[src/hw/rtl/srfr_pkg.sv]
`timescale 1ns / 1ps

package srfr_pkg;

    localparam int CFG_IDX_W  = 3;
    localparam int CFG_DATA_W = 16;

    localparam logic [CFG_IDX_W-1:0] CFG_START   = 3'd0;
    localparam logic [CFG_IDX_W-1:0] CFG_VERSION = 3'd1;
    localparam logic [CFG_IDX_W-1:0] CFG_LENGTH  = 3'd2;
    localparam logic [CFG_IDX_W-1:0] CFG_END     = 3'd3;
    localparam logic [CFG_IDX_W-1:0] CFG_TIMEOUT = 3'd4;

    localparam logic [7:0]  START_RESET   = 8'h7E;
    localparam logic [7:0]  VERSION_RESET = 8'hFF;
    localparam logic [7:0]  LENGTH_RESET  = 8'h06;
    localparam logic [7:0]  END_RESET     = 8'hEF;
    localparam logic [15:0] TIMEOUT_RESET = 16'd1000;
    localparam logic [15:0] ELAPSED_MAX   = 16'hFFFF;

    typedef enum logic [1:0] {
        CMD_BYTE = 2'd0,
        CMD_TICK = 2'd1,
        CMD_ARM  = 2'd2
    } cmd_t;

    typedef enum logic [2:0] {
        ST_OK       = 3'd0,
        ST_VERSION  = 3'd1,
        ST_LENGTH   = 3'd2,
        ST_CHECKSUM = 3'd3,
        ST_END      = 3'd4,
        ST_TIMEOUT  = 3'd5
    } status_t;

    typedef enum logic [3:0] {
        PH_START     = 4'd0,
        PH_VERSION   = 4'd1,
        PH_LENGTH    = 4'd2,
        PH_COMMAND   = 4'd3,
        PH_FEEDBACK  = 4'd4,
        PH_PARAM_HI  = 4'd5,
        PH_PARAM_LO  = 4'd6,
        PH_CHECK_HI  = 4'd7,
        PH_CHECK_LO  = 4'd8,
        PH_END       = 4'd9
    } phase_t;

    typedef struct packed {
        logic [7:0]  start_code;
        logic [7:0]  version_code;
        logic [7:0]  length_code;
        logic [7:0]  end_code;
        logic [15:0] timeout_ticks;
    } cfg_t;

    typedef struct packed {
        phase_t      phase;
        logic        armed;
        logic [15:0] elapsed;
        logic [7:0]  held_command;
        logic [7:0]  held_feedback;
        logic [15:0] held_parameter;
        logic [7:0]  held_check_high;
    } frame_state_t;

    typedef struct packed {
        logic        valid;
        status_t     status;
        logic [7:0]  reply_command;
        logic [7:0]  reply_feedback;
        logic [15:0] reply_parameter;
    } result_t;

endpackage

[src/hw/rtl/srfr_step.sv]
`timescale 1ns / 1ps

module srfr_step (
    input  srfr_pkg::frame_state_t st,
    input  srfr_pkg::cfg_t         cfg,
    input  logic [1:0]             cmd,
    input  logic [7:0]             rx_byte,
    output srfr_pkg::frame_state_t st_next,
    output srfr_pkg::result_t      res
);

    logic        is_byte;
    logic        is_tick;
    logic        is_arm;
    logic [15:0] elapsed_inc;
    logic        timed_out;
    logic [10:0] sum;
    logic [15:0] calc;
    logic [15:0] got;
    logic        fail;
    logic        done;
    srfr_pkg::status_t fail_status;

    assign is_byte = (cmd == srfr_pkg::CMD_BYTE) && st.armed;
    assign is_tick = (cmd == srfr_pkg::CMD_TICK) && st.armed;
    assign is_arm  = (cmd == srfr_pkg::CMD_ARM);

    // saturating tick count
    assign elapsed_inc = (st.elapsed != srfr_pkg::ELAPSED_MAX) ? st.elapsed + 16'd1
                                                               : st.elapsed;
    assign timed_out   = elapsed_inc >= cfg.timeout_ticks;

    assign sum  = {3'b000, cfg.version_code} + {3'b000, cfg.length_code}
                + {3'b000, st.held_command} + {3'b000, st.held_feedback}
                + {3'b000, st.held_parameter[15:8]} + {3'b000, st.held_parameter[7:0]};
    assign calc = 16'd0 - {5'b00000, sum};
    assign got  = {st.held_check_high, rx_byte};

    // frame checks per phase
    always_comb begin
        fail        = 1'b0;
        done        = 1'b0;
        fail_status = srfr_pkg::ST_OK;
        if (is_byte) begin
            case (st.phase)
                srfr_pkg::PH_VERSION: begin
                    fail        = rx_byte != cfg.version_code;
                    fail_status = srfr_pkg::ST_VERSION;
                end
                srfr_pkg::PH_LENGTH: begin
                    fail        = rx_byte != cfg.length_code;
                    fail_status = srfr_pkg::ST_LENGTH;
                end
                srfr_pkg::PH_CHECK_LO: begin
                    fail        = got != calc;
                    fail_status = srfr_pkg::ST_CHECKSUM;
                end
                srfr_pkg::PH_END: begin
                    done        = 1'b1;
                    fail        = rx_byte != cfg.end_code;
                    fail_status = srfr_pkg::ST_END;
                end
                default: begin
                    fail = 1'b0;
                end
            endcase
        end else if (is_tick && timed_out) begin
            fail        = 1'b1;
            fail_status = srfr_pkg::ST_TIMEOUT;
        end
    end

    // next state
    always_comb begin
        st_next = st;
        if (is_arm) begin
            st_next.armed   = 1'b1;
            st_next.elapsed = 16'd0;
            st_next.phase   = srfr_pkg::PH_START;
        end else if (is_tick) begin
            st_next.elapsed = elapsed_inc;
        end else if (is_byte) begin
            case (st.phase)
                srfr_pkg::PH_START: begin
                    if (rx_byte == cfg.start_code) begin
                        st_next.phase = srfr_pkg::PH_VERSION;
                    end
                end
                srfr_pkg::PH_VERSION:  st_next.phase = srfr_pkg::PH_LENGTH;
                srfr_pkg::PH_LENGTH:   st_next.phase = srfr_pkg::PH_COMMAND;
                srfr_pkg::PH_COMMAND: begin
                    st_next.held_command = rx_byte;
                    st_next.phase        = srfr_pkg::PH_FEEDBACK;
                end
                srfr_pkg::PH_FEEDBACK: begin
                    st_next.held_feedback = rx_byte;
                    st_next.phase         = srfr_pkg::PH_PARAM_HI;
                end
                srfr_pkg::PH_PARAM_HI: begin
                    st_next.held_parameter = {rx_byte, 8'h00};
                    st_next.phase          = srfr_pkg::PH_PARAM_LO;
                end
                srfr_pkg::PH_PARAM_LO: begin
                    st_next.held_parameter = {st.held_parameter[15:8], rx_byte};
                    st_next.phase          = srfr_pkg::PH_CHECK_HI;
                end
                srfr_pkg::PH_CHECK_HI: begin
                    st_next.held_check_high = rx_byte;
                    st_next.phase           = srfr_pkg::PH_CHECK_LO;
                end
                srfr_pkg::PH_CHECK_LO: st_next.phase = srfr_pkg::PH_END;
                default:               st_next.phase = srfr_pkg::PH_START;
            endcase
        end
        if (fail || done) begin
            st_next.phase = srfr_pkg::PH_START;
            st_next.armed = 1'b0;
        end
    end

    // result
    always_comb begin
        res.valid           = fail || done;
        res.status          = fail ? fail_status : srfr_pkg::ST_OK;
        res.reply_command   = 8'd0;
        res.reply_feedback  = 8'd0;
        res.reply_parameter = 16'd0;
        if (done && !fail) begin
            res.reply_command   = st.held_command;
            res.reply_feedback  = st.held_feedback;
            res.reply_parameter = st.held_parameter;
        end
    end

endmodule

[src/hw/rtl/serial_reply_frame_receiver.sv]
`timescale 1ns / 1ps

// channel  direction  handshake          payload
// s_       in         s_valid / s_ready  s_cmd, s_rx_byte
// m_       out        m_valid / m_ready  m_status, m_reply_command, m_reply_feedback,
//                                        m_reply_parameter
// cfg_     in         cfg_wr_en          cfg_index, cfg_wr_data
//
// one transfer per cycle while s_ready is high: each item is decoded against the frame state
// combinationally and any result lands in the output register on the same edge
// s_ready is high whenever the output register is empty or being drained
// a result waiting on m_ready holds off new items, nothing else stalls
// synchronous active-low reset: disarmed, hunting for start, registers at defaults

module serial_reply_frame_receiver (
    input  logic        aclk,
    input  logic        aresetn,

    input  logic        s_valid,
    output logic        s_ready,
    input  logic [1:0]  s_cmd,
    input  logic [7:0]  s_rx_byte,

    output logic        m_valid,
    input  logic        m_ready,
    output logic [2:0]  m_status,
    output logic [7:0]  m_reply_command,
    output logic [7:0]  m_reply_feedback,
    output logic [15:0] m_reply_parameter,

    input  logic                          cfg_wr_en,
    input  logic [srfr_pkg::CFG_IDX_W-1:0]  cfg_index,
    input  logic [srfr_pkg::CFG_DATA_W-1:0] cfg_wr_data
);

    srfr_pkg::cfg_t         cfg_reg;
    srfr_pkg::frame_state_t st_reg;
    srfr_pkg::frame_state_t st_next;
    srfr_pkg::result_t      res;
    srfr_pkg::result_t      out_reg;
    logic                   accept;

    assign s_ready = !out_reg.valid || m_ready;
    assign accept  = s_valid && s_ready;

    srfr_step u_step (
        .st      (st_reg),
        .cfg     (cfg_reg),
        .cmd     (s_cmd),
        .rx_byte (s_rx_byte),
        .st_next (st_next),
        .res     (res)
    );

    always_ff @(posedge aclk) begin
        if (!aresetn) begin
            cfg_reg.start_code    <= srfr_pkg::START_RESET;
            cfg_reg.version_code  <= srfr_pkg::VERSION_RESET;
            cfg_reg.length_code   <= srfr_pkg::LENGTH_RESET;
            cfg_reg.end_code      <= srfr_pkg::END_RESET;
            cfg_reg.timeout_ticks <= srfr_pkg::TIMEOUT_RESET;
        end else if (cfg_wr_en) begin
            case (cfg_index)
                srfr_pkg::CFG_START:   cfg_reg.start_code    <= cfg_wr_data[7:0];
                srfr_pkg::CFG_VERSION: cfg_reg.version_code  <= cfg_wr_data[7:0];
                srfr_pkg::CFG_LENGTH:  cfg_reg.length_code   <= cfg_wr_data[7:0];
                srfr_pkg::CFG_END:     cfg_reg.end_code      <= cfg_wr_data[7:0];
                srfr_pkg::CFG_TIMEOUT: cfg_reg.timeout_ticks <= cfg_wr_data;
                default: begin
                end
            endcase
        end
    end

    always_ff @(posedge aclk) begin
        if (!aresetn) begin
            st_reg.phase           <= srfr_pkg::PH_START;
            st_reg.armed           <= 1'b0;
            st_reg.elapsed         <= 16'd0;
            st_reg.held_command    <= 8'd0;
            st_reg.held_feedback   <= 8'd0;
            st_reg.held_parameter  <= 16'd0;
            st_reg.held_check_high <= 8'd0;
        end else if (accept) begin
            st_reg <= st_next;
        end
    end

    always_ff @(posedge aclk) begin
        if (!aresetn) begin
            out_reg.valid <= 1'b0;
        end else if (accept) begin
            out_reg.valid <= res.valid;
        end else if (m_ready) begin
            out_reg.valid <= 1'b0;
        end
        if (accept && res.valid) begin
            out_reg.status          <= res.status;
            out_reg.reply_command   <= res.reply_command;
            out_reg.reply_feedback  <= res.reply_feedback;
            out_reg.reply_parameter <= res.reply_parameter;
        end
    end

    assign m_valid           = out_reg.valid;
    assign m_status          = out_reg.status;
    assign m_reply_command   = out_reg.reply_command;
    assign m_reply_feedback  = out_reg.reply_feedback;
    assign m_reply_parameter = out_reg.reply_parameter;

    a_result_disarms : assert property (@(posedge aclk) disable iff (!aresetn)
        m_valid |-> !st_reg.armed)
        else $error("result pending while still armed");

    a_disarmed_hunts : assert property (@(posedge aclk) disable iff (!aresetn)
        !st_reg.armed |-> (st_reg.phase == srfr_pkg::PH_START))
        else $error("disarmed outside hunting phase");

    a_error_zero : assert property (@(posedge aclk) disable iff (!aresetn)
        (m_valid && (m_status != srfr_pkg::ST_OK)) |->
            ((m_reply_command == 8'd0) && (m_reply_feedback == 8'd0)
             && (m_reply_parameter == 16'd0)))
        else $error("error result carries frame data");

    a_result_from_item : assert property (@(posedge aclk) disable iff (!aresetn)
        $rose(m_valid) |-> $past(s_valid && s_ready))
        else $error("result without an accepted item");

endmodule
[config.mk]
export PLATFORM = sky130hd
export DESIGN_NAME = serial_reply_frame_receiver
export DESIGN_NICKNAME = d
export VERILOG_FILES = /design/src/hw/rtl/srfr_pkg.sv /design/src/hw/rtl/srfr_step.sv /design/src/hw/rtl/serial_reply_frame_receiver.sv
export SDC_FILE = /design/constraint.sdc
export NUM_CORES = 1
export LEC_CHECK = 0
export ABC_AREA = 0
export BUFFER_PORTS_ARGS = -buffer_cell sky130_fd_sc_hd__buf_2
export CORE_MARGIN = 2
export CORE_UTILIZATION = 63
export DETAILED_ROUTE_END_ITERATION = 8
export GPL_ROUTABILITY_DRIVEN = 0
export PLACE_DENSITY = 0.87
export SLEW_MARGIN = 20
export SYNTH_ARGS = -nofsm -noshare
export SYNTH_HDL_FRONTEND = slang
export SYNTH_SLANG_ARGS = --single-unit
[constraint.sdc]
create_clock -name aclk -period 11.7 [get_ports aclk]
set_input_delay 2.34 -clock aclk [delete_from_list [all_inputs] [get_ports aclk]]
set_output_delay 2.34 -clock aclk [all_outputs]
set_load 0.005 [all_outputs]
==> results.sh, run 1 <==
export IMPL_status="finished clean"
export IMPL_timing_rr_end="m_status[2]$_SDFFCE_PN0P_"
export IMPL_nFillCells=991
export IMPL_p_per_area_nw_per_um2=126
export IMPL_portBuffers=70
export IMPL_critical_path_class="reg -> reg"
export IMPL_rows=42
export IMPL_clk_pin_slew_ns=0.06
export IMPL_netlist_instances=1001
export IMPL_final_antenna_net_count=0
export IMPL_placed_cell_area_um2=9020
export IMPL_die_h_um=121
export IMPL_nets=1140
export IMPL_worstPathRequired_ns=11.76
export IMPL_synth_distinct_cells=75
export IMPL_ctsResizeCount=0
export IMPL_arrival_ns=7.07
export IMPL_ir_drop_uv=89.0
export IMPL_clockRootBuffer="clkbuf_16"
export IMPL_drv_cap=0
export IMPL_min_delay_start="cfg_reg[15]$_SDFFE_PN0P_"
export IMPL_ctsHoldBuffers=0
export IMPL_timing_fmax_mhz=143
export IMPL_fin_area_um2=9620
export IMPL_tightest_slew_ns=0.972
export IMPL_dp_hpwl_mm=15.0
export IMPL_yosysTopAreaCellShare_pct=25.5
export IMPL_clk_latency_ns=0.44
export IMPL_pin_count=71
export IMPL_start_util_pct=64.8
export IMPL_path_cells="ha_1 -> a21o_1 -> a21oi_1 -> o21ai_0 -> a21oi_1 -> o21ai_0 -> a21oi_1 -> xor2_1 -> fa_1 -> inv_1 -> fa_1 -> fa_1 -> ha_1 -> a211oi_1 -> o211a_1 -> o221ai_1 -> nand3b_2 -> nor4_1 -> mux2_2 -> o31ai_1 -> nor3_1 -> nor2_4"
export IMPL_reg2reg_slack_ns=4.68
export IMPL_via_per_inst=6.11
export IMPL_setup_viol=0
export IMPL_yosysMostFrequentCell="nand2_1"
export IMPL_synth_edf_count=35
export IMPL_wl_mm=21.5
export IMPL_timing_final_crit_share_pct=60.0
export IMPL_synth_ff_type="dfxtp_1"
export IMPL_antenna_found_initial=0
export IMPL_ys_top_cells_by_count="nand2_1, dfxtp_1, inv_1"
export IMPL_postCtsSetupRepairBufs=0
export IMPL_grt_pass1_wl_mm=34.8
export IMPL_grt_pass1_vias=6936
export IMPL_drive_gt1_share_pct=11.0
export IMPL_drv_slew=0
export IMPL_grt_max_degree=76
export IMPL_worstHoldPathType="reg -> reg"
export IMPL_cts_buffer_depth=2
export IMPL_grtUsageTotal_pct=30.3
export IMPL_netlist_area_um2=8650
export IMPL_grt_ovfl_total=0
export IMPL_die_w_um=121
export IMPL_netlist_top_cells_area="dfxtp_1, edfxtp_1, fa_1"
export IMPL_area_growth_pct=11.2
export IMPL_hold_viol=0
export IMPL_firstDrtPassIters=7
export IMPL_slew_headroom_pct=34.7
export IMPL_synth_nets=1099
export IMPL_largest_reg_flops=61
export IMPL_min_period_ns=7.02
export IMPL_skew_ns=0.00696
export IMPL_hold_depth=2
export IMPL_r2r_start="cfg_reg[25]$_SDFFE_PN1P_"
export IMPL_via_count=7524
export IMPL_end_kind="flop"
export IMPL_cts_sinks=145
export IMPL_synthArstFlopShare_pct=0
export IMPL_drc=0
export IMPL_synth_seq_cells=145
export IMPL_min_to="cfg_reg[15]$_SDFFE_PN0P_"
export IMPL_routedWlPerCell_um=17.4
export IMPL_coreArea_um2=13300
export IMPL_crit_buf_inv=1
export IMPL_h_tree_depth=4
export IMPL_n_antenna_cell=0
export IMPL_r2r_cells=22
export IMPL_cp_top_family="compound AO/OA/AOI/OAI gates"
export IMPL_cp_max_fo=36
export IMPL_synth_top_area_cell="dfxtp_1"
export IMPL_dieArea_um2=14700
export IMPL_seq_area_frac_synth_pct=37.6
export IMPL_avgSynthCellArea_um2=8.64
export IMPL_tns_ns=0
export IMPL_critPathMaxStageDelay_ns=0.76
export IMPL_slowest_stage="nor2_4"
export IMPL_cts_tree="built"
export IMPL_fin_util_pct=72.1
export IMPL_grt_setup_unrepaired="false"
export IMPL_crit_path_start_kind="flop"
export IMPL_cts_buffers=17
export IMPL_yosysWarnings=0
export IMPL_cellLeakagePower_nw=4.00
export IMPL_drtIter0Drc=703
cell type report:
type	count	area [µm²]	share of cell area [%]
clock buffer	18	429	4.46
clock inverter	14	164	1.70
inverter	87	327	3.39
multi-input combinational	720	4870	50.6
sequential	145	3250	33.8
tap	176	220	2.29
timing repair buffer	71	358	3.72
metrics by stage:
stage | power (mW) | worst slack (ns) | hold slack [ns] | std cells
global route | 1.24 | 4.17 | 0.472 | 1231
finish | 1.21 | 4.68 | 0.455 | 1231
CTS | 1.21 | 4.67 | 0.455 | 1231
detailed placement | 0.665 | 4.67 | 0.447 | 1199
global placement | 0.661 | 4.86 | 0.441 | 1199
floorplan | 0.631 | 4.34 | 0.432 | 1001
power breakdown:
group	internal [mW]	switching (mW)
combinational	0.0524	0.0877
sequential	0.516	0.00325
clock	0.334	0.215
total	0.902	0.306
worst register-to-register path, stage by stage, from the launching register on:
cell	delay, ns
dfxtp_1	0.33
ha_1	0.29
a21o_1	0.16
a21oi_1	0.21
o21ai_0	0.11
a21oi_1	0.24
o21ai_0	0.11
a21oi_1	0.19
xor2_1	0.20
fa_1	0.43
inv_1	0.09
fa_1	0.44
fa_1	0.48
ha_1	0.44
a211oi_1	0.35
o211a_1	0.20
o221ai_1	0.21
nand3b_2	0.33
nor4_1	0.23
mux2_2	0.37
o31ai_1	0.34
nor3_1	0.15
nor2_4	0.76
metal layers:
metal / vias to the layer above / routed length (µm) / track usage (%)
met5: - / 0 / 0
met4: 0 / 764 / 14.0
met3: 68 / 1770 / 5.64
met2: 371 / 10400 / 50.2
met1: 3533 / 8570 / 38.3
li1: 3552 / - / -
cell usage in the layout, fill, tap and decap left out, types with 5 or more instances in the layout:
cell,count
nand2_1,125
dfxtp_1,110
inv_1,84
nor2_1,80
buf_2,70
a21oi_1,68
nand3_1,47
ha_1,39
and2_1,38
edfxtp_1,35
xnor2_1,26
fa_1,25
mux2i_1,23
o21ai_0,21
a21o_1,19
xor2_1,18
a22oi_1,17
clkbuf_16,17
nor2b_1,15
and3_1,14
nor3_1,14
nor4_1,12
nand4_1,11
o211ai_1,11
a32oi_1,8
or3_1,7
nand2b_1,6
or4_1,6
o31ai_1,5
cells by family (layout without fill, tap and decap cells):
family	after synthesis	after routing	share of synthesized area [%]
AND/OR/NAND/NOR	400	400	22.9
AO/OA/AOI/OAI	188	188	14.5
flip-flops	145	145	37.6
buffers and inverters	136	190	6.23
adder cells (fa/ha/maj)	64	64	11.4
XOR/XNOR	44	44	4.46
multiplexers	24	24	2.79
how the worst max path moves through the flow:
stage / slack [ns] / to / depth (start not counted) / start
3_5_place_dp: 4.67 / m_status[0]$_SDFFCE_PN0P_ / 24 / cfg_reg[32]$_SDFFE_PN1P_
5_1_grt: 4.17 / m_reply_parameter[5]$_SDFFCE_PN0P_ / 22 / cfg_reg[25]$_SDFFE_PN1P_
3_3_place_gp: 4.86 / m_status[0]$_SDFFCE_PN0P_ / 24 / cfg_reg[24]$_SDFFE_PN0P_
2_1_floorplan: 4.34 / m_reply_command[0]$_SDFFCE_PN0P_ / 24 / cfg_reg[24]$_SDFFE_PN0P_
4_1_cts: 4.67 / m_status[0]$_SDFFCE_PN0P_ / 24 / cfg_reg[32]$_SDFFE_PN1P_
6_report: 4.68 / m_status[2]$_SDFFCE_PN0P_ / 22 / cfg_reg[25]$_SDFFE_PN1P_
Note: power is estimated with default switching activity, not from simulation.
==> run 2: changes to the inputs <==
--- a/config.mk
+++ b/config.mk
@@ -5,13 +5,13 @@
 export SDC_FILE = /design/constraint.sdc
 export NUM_CORES = 1
 export LEC_CHECK = 0
-export ABC_AREA = 0
+export ABC_AREA = 1
 export BUFFER_PORTS_ARGS = -buffer_cell sky130_fd_sc_hd__buf_2
 export CORE_MARGIN = 2
-export CORE_UTILIZATION = 63
+export CORE_UTILIZATION = 61
 export DETAILED_ROUTE_END_ITERATION = 8
 export GPL_ROUTABILITY_DRIVEN = 0
-export PLACE_DENSITY = 0.87
+export PLACE_DENSITY = 0.85
 export SLEW_MARGIN = 20
 export SYNTH_ARGS = -nofsm -noshare
 export SYNTH_HDL_FRONTEND = slang
==> constraint.sdc (replaced) <==
create_clock -name aclk -period 6.64 [get_ports aclk]
set_input_delay 1.328 -clock aclk [delete_from_list [all_inputs] [get_ports aclk]]
set_output_delay 1.328 -clock aclk [all_outputs]
set_load 0.005 [all_outputs]
==> run 2 against run 1 <==
Effect of this change: clock power grew 110%; register-to-register slack lost 4.2 ns; die area grew 1.2%; setup slack lost 4.2 ns; global-route usage shrank 0.90 points; sequential power grew 77%; maximum frequency grew 14%; combinational power grew 69%; sequential share of layout area shrank 0.16 points; power grew 89%.
==> results.sh, run 2 <==
export IMPL_status="finished clean"
export IMPL_netlist_instances=1116
export IMPL_via_per_inst=5.55
export IMPL_dp_slack_ns=0.532
export IMPL_setup_viol=0
export IMPL_synth_edf_count=35
export IMPL_place_inst=1345
export IMPL_ctsHoldBuffers=0
export IMPL_pin_count=71
export IMPL_synth_distinct_cells=35
export IMPL_cp_max_fo=36
export IMPL_synth_ff_type="dfxtp_1"
export IMPL_clockRootBuffer="clkbuf_16"
export IMPL_yosysMostFrequentCell="nand2_1"
export IMPL_rows=43
export IMPL_met1_usage_pct=37.1
export IMPL_yosysTopAreaCellShare_pct=26.0
export IMPL_grt_ovfl_total=0
export IMPL_n_antenna_cell=0
export IMPL_die_w_um=122
export IMPL_clk_pin_slew_ns=0.06
export IMPL_netlist_area_um2=8470
export IMPL_p_per_area_nw_per_um2=236
export IMPL_use_met2_pct=49.4
export IMPL_dieArea_um2=14900
export IMPL_yosysWarnings=0
export IMPL_cts_buffers=17
export IMPL_timing_fmax_mhz=162
export IMPL_cellLeakagePower_nw=4.23
export IMPL_drc=0
export IMPL_grtUsageTotal_pct=29.4
export IMPL_cts_tree="built"
export IMPL_coreArea_um2=13700
export IMPL_netSwitchingFraction_pct=23.9
export IMPL_cts_buffer_depth=2
export IMPL_internal_power_mw=1.73
export IMPL_postCtsSetupRepairBufs=0
export IMPL_antenna_found_initial=0
export IMPL_wl_mm=21.0
export IMPL_seq_area_frac_synth_pct=38.4
export IMPL_hold_viol=0
export IMPL_area_growth_pct=14.1
export IMPL_timing_final_crit_share_pct=92.7
export IMPL_grt_pass1_wl_mm=34.0
export IMPL_drv_slew=0
export IMPL_skew_ns=0.00869
export IMPL_crit_top_cell="nand2_1"
export IMPL_h_tree_depth=4
export IMPL_grt_pass1_vias=7087
export IMPL_pwr_share_comb_pct=10.4
export IMPL_ctsResizeCount=0
export IMPL_synth_top_area_cell="dfxtp_1"
export IMPL_drv_cap=0
export IMPL_start_util_pct=61.8
export IMPL_crit_path_start_kind="flop"
export IMPL_slew_headroom_pct=31.3
export IMPL_final_antenna_net_count=0
export IMPL_firstDrtPassIters=5
export IMPL_worst_hold_slack_ns=0.465
export IMPL_critPathMaxStageDelay_ns=0.54
export IMPL_final_cells=1377
export IMPL_grt_setup_unrepaired="false"
export IMPL_arrival_ns=6.24
export IMPL_grt_max_degree=75
export IMPL_final_cell_mix="nand2_1, inv_1, dfxtp_1, a21oi_1, nand3_1"
export IMPL_pwr_share_clk_pct=49.4
export IMPL_slowest_stage="fa_1"
export IMPL_netlist_top_cells_area="dfxtp_1, edfxtp_1, nand2_1"
export IMPL_min_period_ns=6.15
export IMPL_pwr_share_seq_pct=40.2
export IMPL_timing_final_ws_setup_ns=0.486
export IMPL_via_count=7649
export IMPL_avgSynthCellArea_um2=7.59
export IMPL_p_sw_uw=544
export IMPL_tns_ns=0
export IMPL_final_common_cell="nand2_1"
export IMPL_met3_usage_pct=4.54
export IMPL_largest_reg_flops=61
export IMPL_clk_latency_ns=0.43
export IMPL_end_kind="flop"
export IMPL_routedWlPerCell_um=15.2
export IMPL_synth_seq_cells=145
export IMPL_cts_sinks=145
export IMPL_drtIter0Drc=652
export IMPL_dp_hpwl_mm=14.9
export IMPL_drive_gt1_share_pct=14.2
export IMPL_critical_path_class="reg -> reg"
export IMPL_ys_top_cells_by_count="nand2_1, inv_1, dfxtp_1"
export IMPL_total_power_mw=2.28
export IMPL_synthArstFlopShare_pct=0
export IMPL_worstPathRequired_ns=6.72
export IMPL_tightest_slew_ns=1.03
export IMPL_die_h_um=122
export IMPL_nets=1282
export IMPL_worstHoldPathType="reg -> reg"
export IMPL_portBuffers=70
export IMPL_ir_drop_uv=156
export IMPL_busiest_layer="met2"
export IMPL_synth_nets=1214
run 2: cell count changes in the layout (fill, tap and decap cells not counted), moves of 31 or more:
cell,previous run,this run
and2_1,38,0
inv_1,84,167
nand2_1,125,250
nand3_1,47,92
nor2_2,1,32
o21ai_0,21,52
run 2: power by group through the flow:
stage	registers [mW]	clock network, mW	logic [mW]
after global placement	0.935	0	0.224
final	0.917	1.13	0.237
after floorplan	0.933	0	0.171
after global routing	0.918	1.16	0.268
after CTS	0.917	1.12	0.234
after detailed placement	0.936	0	0.231
run 2: cells by family (layout without fill, tap and decap cells):
logic type	Yosys count	in the layout	synth area share [%]
and+or+nand+nor	504	504	26.8
buffers and inverters	200	281	9.23
AOI/OAI and AO/OA	176	176	11.2
DFF	145	145	38.4
adders and majority gates	64	64	11.7
xor gates and xnor gates	27	27	2.79
run 2: worst paths after layout:
kind | to | cells after the start | slack, ns | start
setup / recovery | m_reply_feedback[0]$_SDFFCE_PN0P_ | 32 | 0.49 | cfg_reg[24]$_SDFFE_PN0P_
hold / removal | cfg_reg[13]$_SDFFE_PN0P_ | 2 | 0.46 | cfg_reg[13]$_SDFFE_PN0P_
setup reg to reg | m_reply_feedback[0]$_SDFFCE_PN0P_ | 32 | 0.49 | cfg_reg[24]$_SDFFE_PN0P_
hold reg to reg | cfg_reg[13]$_SDFFE_PN0P_ | 2 | 0.46 | cfg_reg[13]$_SDFFE_PN0P_
run 2: layout make-up:
| cell class | count | area [µm²] |
|---|---|---|
| flip-flops and latches | 145 | 3250 |
| fillers | 1054 | 4050 |
| clock buffers | 19 | 433 |
| clock inverters | 13 | 256 |
| inverters | 173 | 649 |
| repair buffers | 76 | 395 |
| well taps | 180 | 225 |
| multi-input cells | 771 | 4450 |
run 2: critical path, delay by kind of cell (launching register included):
family | cells | cell delay (ns)
flip-flops | 1 | 0.35
AND/OR/NAND/NOR | 16 | 1.43
adder cells (fa/ha/maj) | 6 | 2.41
AO/OA/AOI/OAI | 4 | 0.91
buffers and inverters | 5 | 0.56
XOR/XNOR | 1 | 0.12
run 2: stage by stage:
step                cell area (µm²)  util [%]
CTS                            9660      70.4
floorplan                      8470         -
finish                         9670      70.5
global placement               8970      65.4
detailed placement             8970      65.4
global route                   9670      70.5
run 2: routing by layer:
layer,vias up,part of all wire (%)
li1,3745,-
met1,3503,41
met2,335,48
met3,66,7.3
met4,0,3.6
met5,-,0
